File: config.mk
export PLATFORM = sky130hd
export DESIGN_NAME = frame_pointer_stack_unwinder_unit_flat
export DESIGN_NICKNAME = d
export VERILOG_FILES = /design/src/rtl/fpsu_pkg.sv /design/src/rtl/fpsu_req_if.sv /design/src/rtl/fpsu_rsp_if.sv /design/src/rtl/fpsu_eval.sv /design/src/rtl/frame_pointer_stack_unwinder_unit.sv /design/src/flat_wrapper.sv
export SDC_FILE = /design/constraint.sdc
export NUM_CORES = 1
export LEC_CHECK = 0
export ABC_AREA = 1
export ABC_CLOCK_PERIOD_IN_PS = 9450
export BUFFER_PORTS_ARGS = -buffer_cell sky130_fd_sc_hd__buf_2
export CORE_AREA = 2 2 300 302
export CTS_BUF_LIST = sky130_fd_sc_hd__clkbuf_8
export DETAILED_ROUTE_END_ITERATION = 8
export DIE_AREA = 0 0 302 304
export HOLD_SLACK_MARGIN = 0.1
export PLACE_DENSITY_LB_ADDON = 0.1
export SYNTH_ARGS = -nofsm -noshare
export SYNTH_HDL_FRONTEND = slang
export SYNTH_HIERARCHICAL = 1
export SYNTH_SLANG_ARGS = --single-unit
File: constraint.sdc
create_clock -name clock -period 9.45 [get_ports clock]
set_clock_uncertainty 0.1 [all_clocks]
set_input_delay 0.4725 -clock clock [delete_from_list [all_inputs] [get_ports clock]]
set_output_delay 0.4725 -clock clock [all_outputs]
set_load 0.05 [all_outputs]
File: src/rtl/fpsu_pkg.sv
// Package: types, codes and helper functions for the frame pointer stack unwinder.
`default_nettype none

package fpsu_pkg;

   localparam int unsigned ADDR_W        = 64;
   localparam int unsigned INDEX_W       = 16;
   localparam int unsigned DIST_W        = 32;
   localparam int unsigned CSR_INDEX_W   = 1;
   localparam int unsigned CSR_DATA_W    = 32;
   localparam int unsigned CANON_LSB     = 47;
   localparam int unsigned ALIGN_BITS    = 3;

   localparam logic [INDEX_W-1:0] MAX_FRAMES_RESET   = 16'd64;
   localparam logic [DIST_W-1:0]  MAX_DISTANCE_RESET = 32'd1048576;

   typedef enum logic [CSR_INDEX_W-1:0] {
      CSR_MAX_FRAMES   = 1'b0,
      CSR_MAX_DISTANCE = 1'b1
   } csr_index_type;

   typedef enum logic {
      FUNC_START = 1'b0,
      FUNC_RESP  = 1'b1
   } func_type;

   typedef enum logic [1:0] {
      ACT_READ    = 2'd0,
      ACT_DONE    = 2'd1,
      ACT_FAIL    = 2'd2,
      ACT_IGNORED = 2'd3
   } action_type;

   typedef struct packed {
      func_type          func;
      logic [ADDR_W-1:0] start_ip;
      logic [ADDR_W-1:0] start_fp;
      logic [ADDR_W-1:0] saved_fp;
      logic [ADDR_W-1:0] saved_ret;
      logic              read_ok;
   } req_type;

   typedef struct packed {
      logic               frame_emitted;
      logic [INDEX_W-1:0] frame_index;
      logic [ADDR_W-1:0]  instr_ptr;
      logic [ADDR_W-1:0]  frame_ptr;
      logic [ADDR_W-1:0]  return_addr;
      logic               is_current;
      action_type         next_action;
      logic [ADDR_W-1:0]  read_addr;
   } rsp_type;

   typedef struct packed {
      logic               walking;
      logic               load_ptr;
      logic [ADDR_W-1:0]  fp;
      logic [INDEX_W-1:0] index;
   } walk_upd_type;

   function automatic logic canonical48(input logic [ADDR_W-1:0] a);
      return (&a[ADDR_W-1:CANON_LSB]) | ~(|a[ADDR_W-1:CANON_LSB]);
   endfunction

   function automatic logic pointer_usable(input logic [ADDR_W-1:0] p);
      return (|p) && canonical48(p) && ~(|p[ALIGN_BITS-1:0]);
   endfunction

endpackage

`default_nettype wire

File: src/rtl/fpsu_req_if.sv
// Interface: request channel carrying start items and memory read responses.
`default_nettype none

interface fpsu_req_if import fpsu_pkg::*; ();
   logic    valid;
   logic    ready;
   req_type payload;

   modport source (output valid, output payload, input ready);
   modport sink (input valid, input payload, output ready);
endinterface

`default_nettype wire

File: src/rtl/fpsu_rsp_if.sv
// Interface: response channel carrying frame records and next actions.
`default_nettype none

interface fpsu_rsp_if import fpsu_pkg::*; ();
   logic    valid;
   logic    ready;
   rsp_type payload;

   modport source (output valid, output payload, input ready);
   modport sink (input valid, input payload, output ready);
endinterface

`default_nettype wire

File: src/rtl/fpsu_eval.sv
// Frame evaluation: checks one item against the walk state and forms result and state update.
`default_nettype none

module fpsu_eval import fpsu_pkg::*; (
   input  req_type             item,
   input  logic                walking,
   input  logic [ADDR_W-1:0]   cur_fp,
   input  logic [INDEX_W-1:0]  next_index,
   input  logic [INDEX_W-1:0]  max_frames,
   input  logic [DIST_W-1:0]   max_distance,
   output rsp_type             rsp,
   output walk_upd_type        upd
);

   logic [ADDR_W-1:0]  plan_fp;
   logic [INDEX_W:0]   plan_idx;
   logic [ADDR_W-1:0]  step;
   logic               step_ok;
   logic               plan_ok;
   logic               do_plan;

   always_comb begin
      step    = item.saved_fp - cur_fp;
      step_ok = pointer_usable(item.saved_fp) && (item.saved_fp > cur_fp)
                && ~(|step[ADDR_W-1:DIST_W]) && (step[DIST_W-1:0] <= max_distance);
   end

   always_comb begin
      rsp        = '0;
      upd        = '0;
      upd.walking = walking;
      do_plan    = 1'b0;
      plan_fp    = item.saved_fp;
      plan_idx   = {1'b0, next_index} + {{INDEX_W{1'b0}}, 1'b1};

      if (item.func == FUNC_START) begin
         if (!item.read_ok) begin
            upd.walking     = 1'b0;
            rsp.next_action = ACT_FAIL;
         end else begin
            rsp.frame_emitted = 1'b1;
            rsp.instr_ptr     = item.start_ip;
            rsp.frame_ptr     = item.start_fp;
            rsp.is_current    = 1'b1;
            do_plan           = 1'b1;
            plan_fp           = item.start_fp;
            plan_idx          = {{INDEX_W{1'b0}}, 1'b1};
         end
      end else if (!walking) begin
         rsp.next_action = ACT_IGNORED;
      end else if (!item.read_ok || !canonical48(item.saved_ret)) begin
         upd.walking     = 1'b0;
         rsp.next_action = ACT_DONE;
      end else begin
         rsp.frame_emitted = 1'b1;
         rsp.frame_index   = next_index;
         rsp.instr_ptr     = item.saved_ret;
         rsp.frame_ptr     = cur_fp;
         rsp.return_addr   = item.saved_ret;
         if (!step_ok) begin
            upd.walking     = 1'b0;
            rsp.next_action = ACT_DONE;
         end else begin
            do_plan = 1'b1;
         end
      end

      plan_ok = (plan_idx < {1'b0, max_frames}) && pointer_usable(plan_fp);
      if (do_plan) begin
         if (plan_ok) begin
            upd.walking     = 1'b1;
            upd.load_ptr    = 1'b1;
            rsp.next_action = ACT_READ;
            rsp.read_addr   = plan_fp;
         end else begin
            upd.walking     = 1'b0;
            rsp.next_action = ACT_DONE;
         end
      end
      upd.fp    = plan_fp;
      upd.index = plan_idx[INDEX_W-1:0];
   end

endmodule

`default_nettype wire

File: src/rtl/frame_pointer_stack_unwinder_unit.sv
// Top level: x86-64 frame pointer chain unwinder with input and result registers.
//
// Takes one item per cycle, start or memory response, unless the output stalls,
// and returns exactly one result for each. Items pass an input
// register, one evaluation stage of canonical, alignment and distance compares,
// and a result register; the walk state updates when the result register loads,
// so the next item already sees it. The memory read latency outside the block
// sets how fast a chain is walked. req_bus.ready follows rsp_bus.ready
// combinationally when both registers are full. Configuration writes take effect
// on the next cycle and must only be made while no item is in flight.
`default_nettype none

module frame_pointer_stack_unwinder_unit import fpsu_pkg::*; (
   input  logic                   clock,
   input  logic                   reset,
   fpsu_req_if.sink               req_bus,
   fpsu_rsp_if.source             rsp_bus,
   input  logic                   csr_wr_en,
   input  logic [CSR_INDEX_W-1:0] csr_index,
   input  logic [CSR_DATA_W-1:0]  csr_wdata
);

   logic               in_valid_ff;
   req_type            in_item_ff;
   logic               rsp_valid_ff;
   rsp_type            rsp_data_ff;
   logic               walking_ff, walking_in;
   logic [ADDR_W-1:0]  cur_fp_ff, cur_fp_in;
   logic [INDEX_W-1:0] next_index_ff, next_index_in;
   logic [INDEX_W-1:0] max_frames_ff;
   logic [DIST_W-1:0]  max_distance_ff;

   rsp_type            eval_rsp;
   walk_upd_type       eval_upd;
   logic               out_load;
   logic               in_load;

   assign out_load      = in_valid_ff && (!rsp_valid_ff || rsp_bus.ready);
   assign in_load       = !in_valid_ff || out_load;
   assign req_bus.ready = in_load;
   assign rsp_bus.valid = rsp_valid_ff;
   assign rsp_bus.payload = rsp_data_ff;

   fpsu_eval u_eval (
      .item         (in_item_ff),
      .walking      (walking_ff),
      .cur_fp       (cur_fp_ff),
      .next_index   (next_index_ff),
      .max_frames   (max_frames_ff),
      .max_distance (max_distance_ff),
      .rsp          (eval_rsp),
      .upd          (eval_upd)
   );

   always_comb begin
      walking_in    = walking_ff;
      cur_fp_in     = cur_fp_ff;
      next_index_in = next_index_ff;
      if (out_load) begin
         walking_in = eval_upd.walking;
         if (eval_upd.load_ptr) begin
            cur_fp_in     = eval_upd.fp;
            next_index_in = eval_upd.index;
         end
      end
   end

   always_ff @(posedge clock) begin
      if (reset) begin
         in_valid_ff     <= 1'b0;
         rsp_valid_ff    <= 1'b0;
         walking_ff      <= 1'b0;
         cur_fp_ff       <= '0;
         next_index_ff   <= '0;
         max_frames_ff   <= MAX_FRAMES_RESET;
         max_distance_ff <= MAX_DISTANCE_RESET;
      end else begin
         if (in_load) begin
            in_valid_ff <= req_bus.valid;
         end
         if (out_load) begin
            rsp_valid_ff <= 1'b1;
         end else if (rsp_bus.ready) begin
            rsp_valid_ff <= 1'b0;
         end
         walking_ff    <= walking_in;
         cur_fp_ff     <= cur_fp_in;
         next_index_ff <= next_index_in;
         if (csr_wr_en) begin
            unique case (csr_index_type'(csr_index))
               CSR_MAX_FRAMES:   max_frames_ff   <= csr_wdata[INDEX_W-1:0];
               CSR_MAX_DISTANCE: max_distance_ff <= csr_wdata[DIST_W-1:0];
               default: ;
            endcase
         end
      end
   end

   always_ff @(posedge clock) begin
      if (in_load && req_bus.valid) begin
         in_item_ff <= req_bus.payload;
      end
      if (out_load) begin
         rsp_data_ff <= eval_rsp;
      end
   end

endmodule

`default_nettype wire

File: src/flat_wrapper.sv
// flat-port wrapper written by rule: the top's interface ports become plain ports
module frame_pointer_stack_unwinder_unit_flat import fpsu_pkg::*;
  (clock, reset, csr_wr_en, csr_index, csr_wdata, req_bus_valid, req_bus_payload, req_bus_ready, rsp_bus_valid, rsp_bus_payload, rsp_bus_ready);
  fpsu_req_if req_bus_i ();
  fpsu_rsp_if rsp_bus_i ();
  input  logic clock;
  input  logic reset;
  input  logic csr_wr_en;
  input  logic [CSR_INDEX_W-1:0] csr_index;
  input  logic [CSR_DATA_W-1:0] csr_wdata;
  input wire logic [$bits(req_bus_i.valid)-1:0] req_bus_valid;
  input wire logic [$bits(req_bus_i.payload)-1:0] req_bus_payload;
  output wire logic [$bits(req_bus_i.ready)-1:0] req_bus_ready;
  output wire logic [$bits(rsp_bus_i.valid)-1:0] rsp_bus_valid;
  output wire logic [$bits(rsp_bus_i.payload)-1:0] rsp_bus_payload;
  input wire logic [$bits(rsp_bus_i.ready)-1:0] rsp_bus_ready;
  assign req_bus_i.valid = req_bus_valid;
  assign req_bus_i.payload = req_bus_payload;
  assign req_bus_ready = req_bus_i.ready;
  assign rsp_bus_valid = rsp_bus_i.valid;
  assign rsp_bus_payload = rsp_bus_i.payload;
  assign rsp_bus_i.ready = rsp_bus_ready;
  frame_pointer_stack_unwinder_unit u_core (.clock(clock), .reset(reset), .req_bus(req_bus_i), .rsp_bus(rsp_bus_i), .csr_wr_en(csr_wr_en), .csr_index(csr_index), .csr_wdata(csr_wdata));
endmodule
==> impl_metrics.yaml, run 1 <==
floorplanning:
  io_pins: 574
  initial_core_util: 0.374
  core_area_um2: 89000
  die_h_um: 304
  die_x_um: 302
  fp.dieArea_um2: 91800
  fp-row-count: 110
clock_tree:
  clockBufferDepth: 3
  root_buffer: "clkbuf_8"
  numCtsBuffers: 113
  htree_levels: 3
  cts_tree: "built"
  clk_latency_ps: 780
  clk_pin_slew_worst_paths_ps: 70
  cts_sinks: 665
cells_and_area:
  drive_gt1_frac: 0.155
  post_layout_nonfiller_instances: 6091
  final_common_cell: "nand2_1"
  layout_common_cells: "nand2_1, inv_1, buf_2"
  fin_util: 0.477
  fin_area_um2: 42500
  area_growth_pct: 27.4
  final_net_count: 5215
  n_fill_cell: 8879
setup_path:
  critPathMaxFanout: 80
  cp_top_family: "simple AND/OR/NAND/NOR gates"
  end_kind: "register"
  path_buf_inv: 4
  crit_start: "u_core/in_item_ff[65]$_DFFE_PP_"
  worstReg2RegStart: "u_core/in_item_ff[65]$_DFFE_PP_"
  crit_top_cell: "nand2_1"
  required_ps: 10000
  worstSetupPathType: "reg2reg"
  arrival_ps: 6140
  crit_path_max_incr_delay_ps: 770
  slowest_stage: "buf_4"
  crit_path_start_kind: "register"
power_and_ir_drop:
  powerDensity_nw_per_um2: 163
  seq_power_share: 0.485
  finalPower_mw: 6.93
  ir_worst_vdd_uv: 135
  internal-power_mw: 4.98
  p_comb_frac: 0.141
  power.switching_mw: 1.94
  clkPwrFrac: 0.374
  leakage_nw: 19.9
  p_sw_frac: 0.281
timing:
  grt_setup_unrepaired: "no"
  finalSetupViolCount: 0
  layout_min_cycle_time_ps: 5590
  hold_violations: 0
  post-route-period-util: 0.592
  relSlewSlack: 0.195
  hold-worst-slack_ps: 246
  timing.final.max_slew_violations: 0
  tightestPinTransition_ps: 1210
  max_freq_mhz: 179
  setup_ws_ps: 3860
  fin_setup_tns_ps: 0
synthesis:
  yosys.area.top_type_share: 0.481
  seq_area_frac_synth: 0.560
  synthCells: 3909
  synth_edf_count: 534
  syn_area_per_cell_um2: 8.53
  ys_seq_elements: 665
  ys_async_sr_fraction: 0
  synthDistinctLibCells: 42
  ys.flop_type: "edfxtp_1"
  ys.warnings.count: 6
  synth_top_area_cell: "edfxtp_1"
  synthTopCellsByArea: "edfxtp_1, nand2_1, inv_1"
  syn_area_um2: 33300
drt:
  drtIter0Drc: 1539
  drt-pass1-iter-count: 6
  detailroute.via_count: 27900
  wire_per_inst_um: 17.7
  detail-route-antenna-nets: 0
  via_per_inst: 4.57
  wl_um: 108000
  drc: 0
placed_design:
  pre_cts_slack_ps: 3900
  io_buffers: 573
  place_area_um2: 37200
  dp.cells: 5569
  hpwl_um: 78600
  gp_congestion: 0.954
job:
  maxCapViolations: 0
worst_hold_path:
  min_from: "rsp_bus_ready"
  holdCritPathClass: "in2reg"
global_routing:
  grt_remaining_overflow: 0
  grt_start_max_net_pins: 157
  grt_usage: 0.233
  grt_pass1_vias: 28200
  grt_antenna_before_repair: 19
  grt_pass1_wl_um: 163000
status:
  outcome: "finished clean"
[metal layers]
metal  global-route usage  wire [um]  vias up  share of wire
met2                0.389      51000      755           0.47
met3               0.0540       6530      169          0.061
met1                0.298      47200    12700           0.44
li1                     -          -    14200              -
met5                    0        100        -        0.00093
met4               0.0726       2880       16          0.027
[worst paths after layout]
path                                                        endpoint  slack, ps  cells after the start
worst min-delay path               u_core/rsp_bus.valid$_SDFFE_PP0P_        250                      5
worst max-delay path               u_core/cur_fp_ff[26]$_SDFFE_PP0P_       3860                     32
worst max register to register     u_core/cur_fp_ff[26]$_SDFFE_PP0P_       3860                     32
worst min register to register  u_core/max_frames_ff[6]$_SDFFE_PP1P_        370                      2
[power groups by stage]
stage	logic [mW]	registers, mW	clock network [mW]
2_1_floorplan	0.427	3.59	0
3_3_place_gp	0.878	3.42	0
3_5_place_dp	0.878	3.42	0
4_1_cts	0.985	3.36	2.67
5_1_grt	1.08	3.37	2.80
6_report	0.979	3.36	2.59
[kinds of logic after synthesis]
| family | share of synthesized area |
|---|---|
| simple gates | 0.220 |
| buf+inv | 0.116 |
| flops | 0.560 |
| compound gates | 0.0530 |
| fa+ha+maj | 0.0426 |
| xor+xnor | 0.00815 |
| other cells | 0.000113 |
[Yosys cell counts, drive strengths merged, types with 4 or more instances]
cell type and instances:
dfxtp 131, o21bai 7, buf 76, and2 6
nor4 25, nor3 34, nand3b 9, edfxtp 534
a21oi 84, nor2 483, clkbuf 34, nand2 1014
o21a 4, nand3 78, nand4 130, ha 112
o21ai 239, clkinv 5, xor2 29, inv 855
nor3b 4
[area by class of cell]
class	instances	area, um^2	share of cell area
antenna	12	30.0	0.000707
sequential	665	18700	0.439
inverter	860	3240	0.0764
clock buffer	118	1620	0.0382
multi-input combinational	2276	10800	0.255
timing repair buffer	890	6020	0.142
tap	1176	1470	0.0346
clock inverter	94	611	0.0144
[state kept, by name (all words and copies together), names as in the netlist]
register,count
u_core/in_valid_ff,1
u_core/max_distance_ff,32
u_core/rsp_bus.valid,1
u_core/walking_ff,1
u_core/next_index_ff,16
u_core/rsp_bus.payload,276
u_core/cur_fp_ff,64
u_core/in_item_ff,258
u_core/max_frames_ff,16
[worst min-delay path: stages]
cell and delay [ps]:
buf_2 70, inv_1 50, nand2_2 130, nand2_1 190, a21oi_1 160
[timing repair]
| action | 4_1_cts | 5_1_grt |
|---|---|---|
| buffers inserted | 0 | 0 |
| endpoints found under the hold margin | 308 | 0 |
| hold buffers | 298 | 0 |
| resized for setup | 0 | 0 |
Note: power is estimated with default switching activity, not from simulation.
==> run 2: changes to the inputs <==
--- a/config.mk
+++ b/config.mk
@@ -6,7 +6,7 @@
 export NUM_CORES = 1
 export LEC_CHECK = 0
 export ABC_AREA = 1
-export ABC_CLOCK_PERIOD_IN_PS = 9450
+export ABC_CLOCK_PERIOD_IN_PS = 4800
 export BUFFER_PORTS_ARGS = -buffer_cell sky130_fd_sc_hd__buf_2
 export CORE_AREA = 2 2 300 302
 export CTS_BUF_LIST = sky130_fd_sc_hd__clkbuf_8
==> constraint.sdc (replaced) <==
create_clock -name clock -period 4.8 [get_ports clock]
set_clock_uncertainty 0.1 [all_clocks]
set_input_delay 0.24 -clock clock [delete_from_list [all_inputs] [get_ports clock]]
set_output_delay 0.24 -clock clock [all_outputs]
set_load 0.05 [all_outputs]
==> run 2 against run 1 <==
  * Worst setup slack got worse by 3600 ps
  * Combinational power rose by 130%
  * Worst hold slack worse by 64 ps
  * Cell area grew 11%
  * Final cell count rose by 6.2%
  * First-iteration DRC count is 16% higher
  * Maximum frequency increased by 22%
  * Via count increased by 6.4%
  * Critical path type unchanged
  * Highest routed layer unchanged
==> impl_metrics.yaml, run 2 (same netlist as run 1, synthesis figures left out) <==
clock_tree:
  clk_pin_slew_worst_paths_ps: 60
  cts_sinks: 665
  cts_tree: "built"
  numCtsBuffers: 116
  htree_levels: 3
  clockBufferDepth: 3
  clk_latency_ps: 810
  root_buffer: "clkbuf_8"
floorplanning:
  die_h_um: 304
  fp.dieArea_um2: 91800
  io_pins: 574
  die_x_um: 302
  initial_core_util: 0.374
  fp-row-count: 110
  core_area_um2: 89000
placed_design:
  io_buffers: 573
  gp_congestion: 0.939
  hpwl_um: 79800
  dp.cells: 5614
cells_and_area:
  drive_gt1_frac: 0.178
  fin_util: 0.528
  largest_register_ffs: 276
  multi_input_area_um2: 11500
  final_net_count: 5593
  post_layout_nonfiller_instances: 6469
  layout_common_cells: "nand2_1, inv_1, dlygate4sd3_1"
  seqCellArea_um2: 18700
  n_fill_cell: 8437
  final_common_cell: "nand2_1"
  area_growth_pct: 41.0
timing:
  fin_setup_tns_ps: 0
  hold_violations: 0
  hold-worst-slack_ps: 183
  tightestPinTransition_ps: 1080
  relSlewSlack: 0.278
  finalSetupViolCount: 0
  post-route-period-util: 0.952
  layout_min_cycle_time_ps: 4570
  timing.final.max_slew_violations: 0
  max_freq_mhz: 219
global_routing:
  grt_usage: 0.243
  grt_start_max_net_pins: 92
  grt_antenna_before_repair: 10
  grt_pass1_wl_um: 172000
  grt_pass1_vias: 30000
  grt_remaining_overflow: 0
setup_path:
  crit_path_max_incr_delay_ps: 460
  crit_top_cell: "nand2_1"
  required_ps: 5400
  crit_path_start_kind: "register"
  critPathMaxFanout: 15
  slowest_stage: "edfxtp_1"
  arrival_ps: 5170
  worstSetupPathType: "reg2reg"
  end_kind: "register"
drt:
  wire_per_inst_um: 17.4
  wl_um: 112000
  drtIter0Drc: 1780
  via_per_inst: 4.58
  drc: 0
  detail-route-antenna-nets: 0
  drt-pass1-iter-count: 5
  detailroute.via_count: 29600
power_and_ir_drop:
  internal-power_mw: 9.98
  clkPwrFrac: 0.364
  leakage_nw: 21.8
  p_sw_frac: 0.284
  powerDensity_nw_per_um2: 297
  p_comb_frac: 0.161
  seq_power_share: 0.475
  power.switching_mw: 3.96
  ir_worst_vdd_uv: 246
job:
  maxCapViolations: 0
status:
  outcome: "finished clean"
worst_hold_path:
  holdCritPathClass: "in2reg"
run 2: repair_timing:
action | 4_1_cts | 5_1_grt
gates resized for setup | 12 | 126
pin swaps | 0 | 26
cloned | 3 | 0
setup buffers | 2 | 23
hold buffers | 600 | 0
endpoints found under the hold margin | 328 | 0
setup endpoints to repair | 80 | 80
run 2: worst paths after layout:
kind                                                               from                                 endpoint  slack [ps]  cells past startpoint
worst max-delay path                    u_core/in_item_ff[73]$_DFFE_PP_        u_core/cur_fp_ff[13]$_SDFFE_PP0P_         230                     32
worst max register to register          u_core/in_item_ff[73]$_DFFE_PP_        u_core/cur_fp_ff[13]$_SDFFE_PP0P_         230                     32
worst min register to register  u_core/max_distance_ff[14]$_SDFFE_PP0P_  u_core/max_distance_ff[14]$_SDFFE_PP0P_         380                      2
worst min-delay path                                      csr_wdata[27]  u_core/max_distance_ff[27]$_SDFFE_PP0P_         180                      4
run 2: area by class of cell:
class | instances | area share
diodes | 9 | 0.000479
well taps | 1176 | 0.0313
clock inverters | 92 | 0.0112
multi-input cells | 2276 | 0.244
flip-flops and latches | 665 | 0.397
inverters | 860 | 0.0690
repair buffers | 1265 | 0.209
clock buffers | 126 | 0.0369
run 2: per-layer routing:
layer / up-vias / wire, um / GRT usage
li1: 14900 / - / -
met1: 13700 / 48200 / 0.308
met2: 798 / 53700 / 0.409
met3: 208 / 6660 / 0.0518
met4: 6 / 3640 / 0.0815
met5: - / 37 / 0
run 2: through the flow:
stage          cell area [um^2]  power [mW]  worst slack, ps
4_1_cts                   46200        14.0             8.38
6_report                  47000        13.9              229
5_1_grt                   47000        14.6            -70.8
3_3_place_gp              37700        8.51              120
2_1_floorplan             33400        7.90             -579
3_5_place_dp              37700        8.51            -70.4
run 2: critical path: cells and delay by family (launching register included):
family	cells	cell delay, ps
buffers and inverters	6	600
and+or+nand+nor	23	2530
xor gates and xnor gates	1	200
adders and majority gates	2	580
DFF	1	460
run 2: power groups by stage:
stage | Sequential, mW | Clock [mW] | Combinational (mW)
3_3_place_gp | 6.73 | 0 | 1.77
6_report | 6.62 | 5.08 | 2.24
3_5_place_dp | 6.73 | 0 | 1.78
2_1_floorplan | 7.05 | 0 | 0.842
4_1_cts | 6.62 | 5.25 | 2.18
5_1_grt | 6.64 | 5.49 | 2.46
==> run 3: changes to the inputs <==
==> constraint.sdc (replaced) <==
create_clock -name clock -period 4.8 [get_ports clock]
set_clock_uncertainty 0.1 [all_clocks]
set_input_delay 0.24 -clock clock [delete_from_list [all_inputs] [get_ports clock]]
set_output_delay 0.24 -clock clock [all_outputs]
set_load 0.1 [all_outputs]
==> run 3 against run 2 <==
  * Maximum frequency rose by 0.47%
  * Worst hold slack got worse by 24 ps
  * Global-route usage down 0.44 points
  * Clock power grew 0.8%
  * Clock-buffer cell count shrank 8
  * Power increased by 2.7%
  * Worst setup slack better by 21 ps
  * First-iteration DRC count increased by 2.2%
  * Largest power group unchanged
  * Non-clock buffer count is 1 higher
  * Register-to-register slack improved by 20 ps
  * Final cell count is 0.12% lower
==> impl_metrics.yaml, run 3 (same netlist as run 1, synthesis figures left out) <==
placed_design:
  pre_cts_slack_ps: 70.7
  dp.cells: 5626
  place_area_um2: 37800
  hpwl_um: 79200
  io_buffers: 573
  gp_congestion: 0.943
job:
  maxCapViolations: 0
setup_path:
  end_kind: "register"
  crit_top_cell: "nand2_1"
  slowest_stage: "edfxtp_1"
  arrival_ps: 5150
  critPathMaxFanout: 12
  crit_path_start_kind: "register"
  worstSetupPathType: "reg2reg"
  crit_path_max_incr_delay_ps: 470
  required_ps: 5400
  worstRegToRegCells: 35
floorplanning:
  die_h_um: 304
  fp.dieArea_um2: 91800
  fp-row-count: 110
  io_pins: 574
  core_area_um2: 89000
  initial_core_util: 0.374
  die_x_um: 302
power_and_ir_drop:
  ir_worst_vdd_uv: 286
  finalPower_mw: 14.3
  p_comb_frac: 0.181
  clkPwrFrac: 0.357
  powerDensity_nw_per_um2: 305
  power.switching_mw: 4.30
  seq_power_share: 0.462
  leakage_nw: 21.7
  internal-power_mw: 10.0
  p_sw_frac: 0.301
clock_tree:
  cts_tree: "built"
  clk_pin_slew_worst_paths_ps: 60
  htree_levels: 3
  clockBufferDepth: 3
  numCtsBuffers: 114
  cts_sinks: 665
  clk_latency_ps: 830
  root_buffer: "clkbuf_8"
drt:
  drt-pass1-iter-count: 5
  wire_per_inst_um: 17.4
  drtIter0Drc: 1820
  wl_um: 112000
  detail-route-antenna-nets: 0
  via_per_inst: 4.59
  drc: 0
  detailroute.via_count: 29600
cells_and_area:
  drive_gt1_frac: 0.180
  largest_register_ffs: 276
  layout_common_cells: "nand2_1, inv_1, dlygate4sd3_1"
  final_common_cell: "nand2_1"
  n_fill_cell: 8429
  fin_area_um2: 46900
  fin_util: 0.527
  area_growth_pct: 40.7
  post_layout_nonfiller_instances: 6461
  final_net_count: 5592
worst_hold_path:
  whs_path_depth: 2
  holdCritPathClass: "in2reg"
global_routing:
  grt_pass1_wl_um: 169000
  grt_remaining_overflow: 0
  grt_usage: 0.238
  grt_start_max_net_pins: 108
  grt_antenna_before_repair: 7
  grt_pass1_vias: 29800
timing:
  fin_setup_tns_ps: 0
  hold-worst-slack_ps: 159
  timing.final.max_slew_violations: 0
  max_freq_mhz: 220
  tightestPinTransition_ps: 1140
  setup_ws_ps: 251
  post-route-period-util: 0.948
  layout_min_cycle_time_ps: 4550
  relSlewSlack: 0.239
  finalSetupViolCount: 0
  hold_violations: 0
status:
  outcome: "finished clean"
-- run 3: changes by cell type in the layout (fill, tap and decap cells not counted), sizes merged --
cell         delta
buf             +5
bufinv          +3
clkbuf          -5
clkinv          +4
diode           -4
dlygate4sd3     -7
inv             -4
-- run 3: worst max-delay path, delay by kind of cell (launching register included) --
| kind | cells | cell delay [ps] |
|---|---|---|
| XOR/XNOR | 1 | 170 |
| adder cells (fa/ha/maj) | 2 | 570 |
| buffers and inverters | 7 | 890 |
| flip-flops | 1 | 470 |
| AND/OR/NAND/NOR | 25 | 2200 |
-- run 3: power groups by stage --
stage | Combinational (mW) | Clock, mW | Sequential (mW)
2_1_floorplan | 0.843 | 0 | 7.39
3_5_place_dp | 2.13 | 0 | 6.73
6_report | 2.59 | 5.12 | 6.61
5_1_grt | 2.80 | 5.55 | 6.63
3_3_place_gp | 2.12 | 0 | 6.72
4_1_cts | 2.51 | 5.28 | 6.61
-- run 3: metal layers --
metal / vias up / routed length [um] / GRT usage
met3: 190 / 6800 / 0.0547
met1: 13700 / 47800 / 0.296
met2: 792 / 54500 / 0.408
li1: 14900 / - / -
met4: 6 / 3370 / 0.0746
met5: - / 41 / 0
-- run 3: final timing paths --
path | slack [ps] | from | to
worst max-delay path | 250 | u_core/in_item_ff[67]$_DFFE_PP_ | u_core/cur_fp_ff[24]$_SDFFE_PP0P_
worst min-delay path | 160 | req_bus_payload[167] | u_core/in_item_ff[167]$_DFFE_PP_
worst max register to register | 250 | u_core/in_item_ff[67]$_DFFE_PP_ | u_core/cur_fp_ff[24]$_SDFFE_PP0P_
worst min register to register | 380 | u_core/max_distance_ff[13]$_SDFFE_PP0P_ | u_core/max_distance_ff[13]$_SDFFE_PP0P_
-- run 3: area by class of cell --
| class | instances | area (um^2) | area share |
|---|---|---|---|
| Sequential cell | 665 | 18700 | 0.398 |
| Clock inverter | 95 | 617 | 0.0131 |
| Timing Repair Buffer | 1266 | 9830 | 0.210 |
| Antenna cell | 5 | 12.5 | 0.000267 |
| Inverter | 860 | 3240 | 0.0691 |
| Tap cell | 1176 | 1470 | 0.0314 |
| Clock buffer | 118 | 1620 | 0.0346 |
| Multi-Input combinational cell | 2276 | 11500 | 0.244 |
-- run 3: what timing repair did --
item	CTS	global route
hold buffers	593	0
endpoints found under the hold margin	318	0
endpoints found under the setup margin	0	142
resized for setup	0	134
buffers inserted	0	18
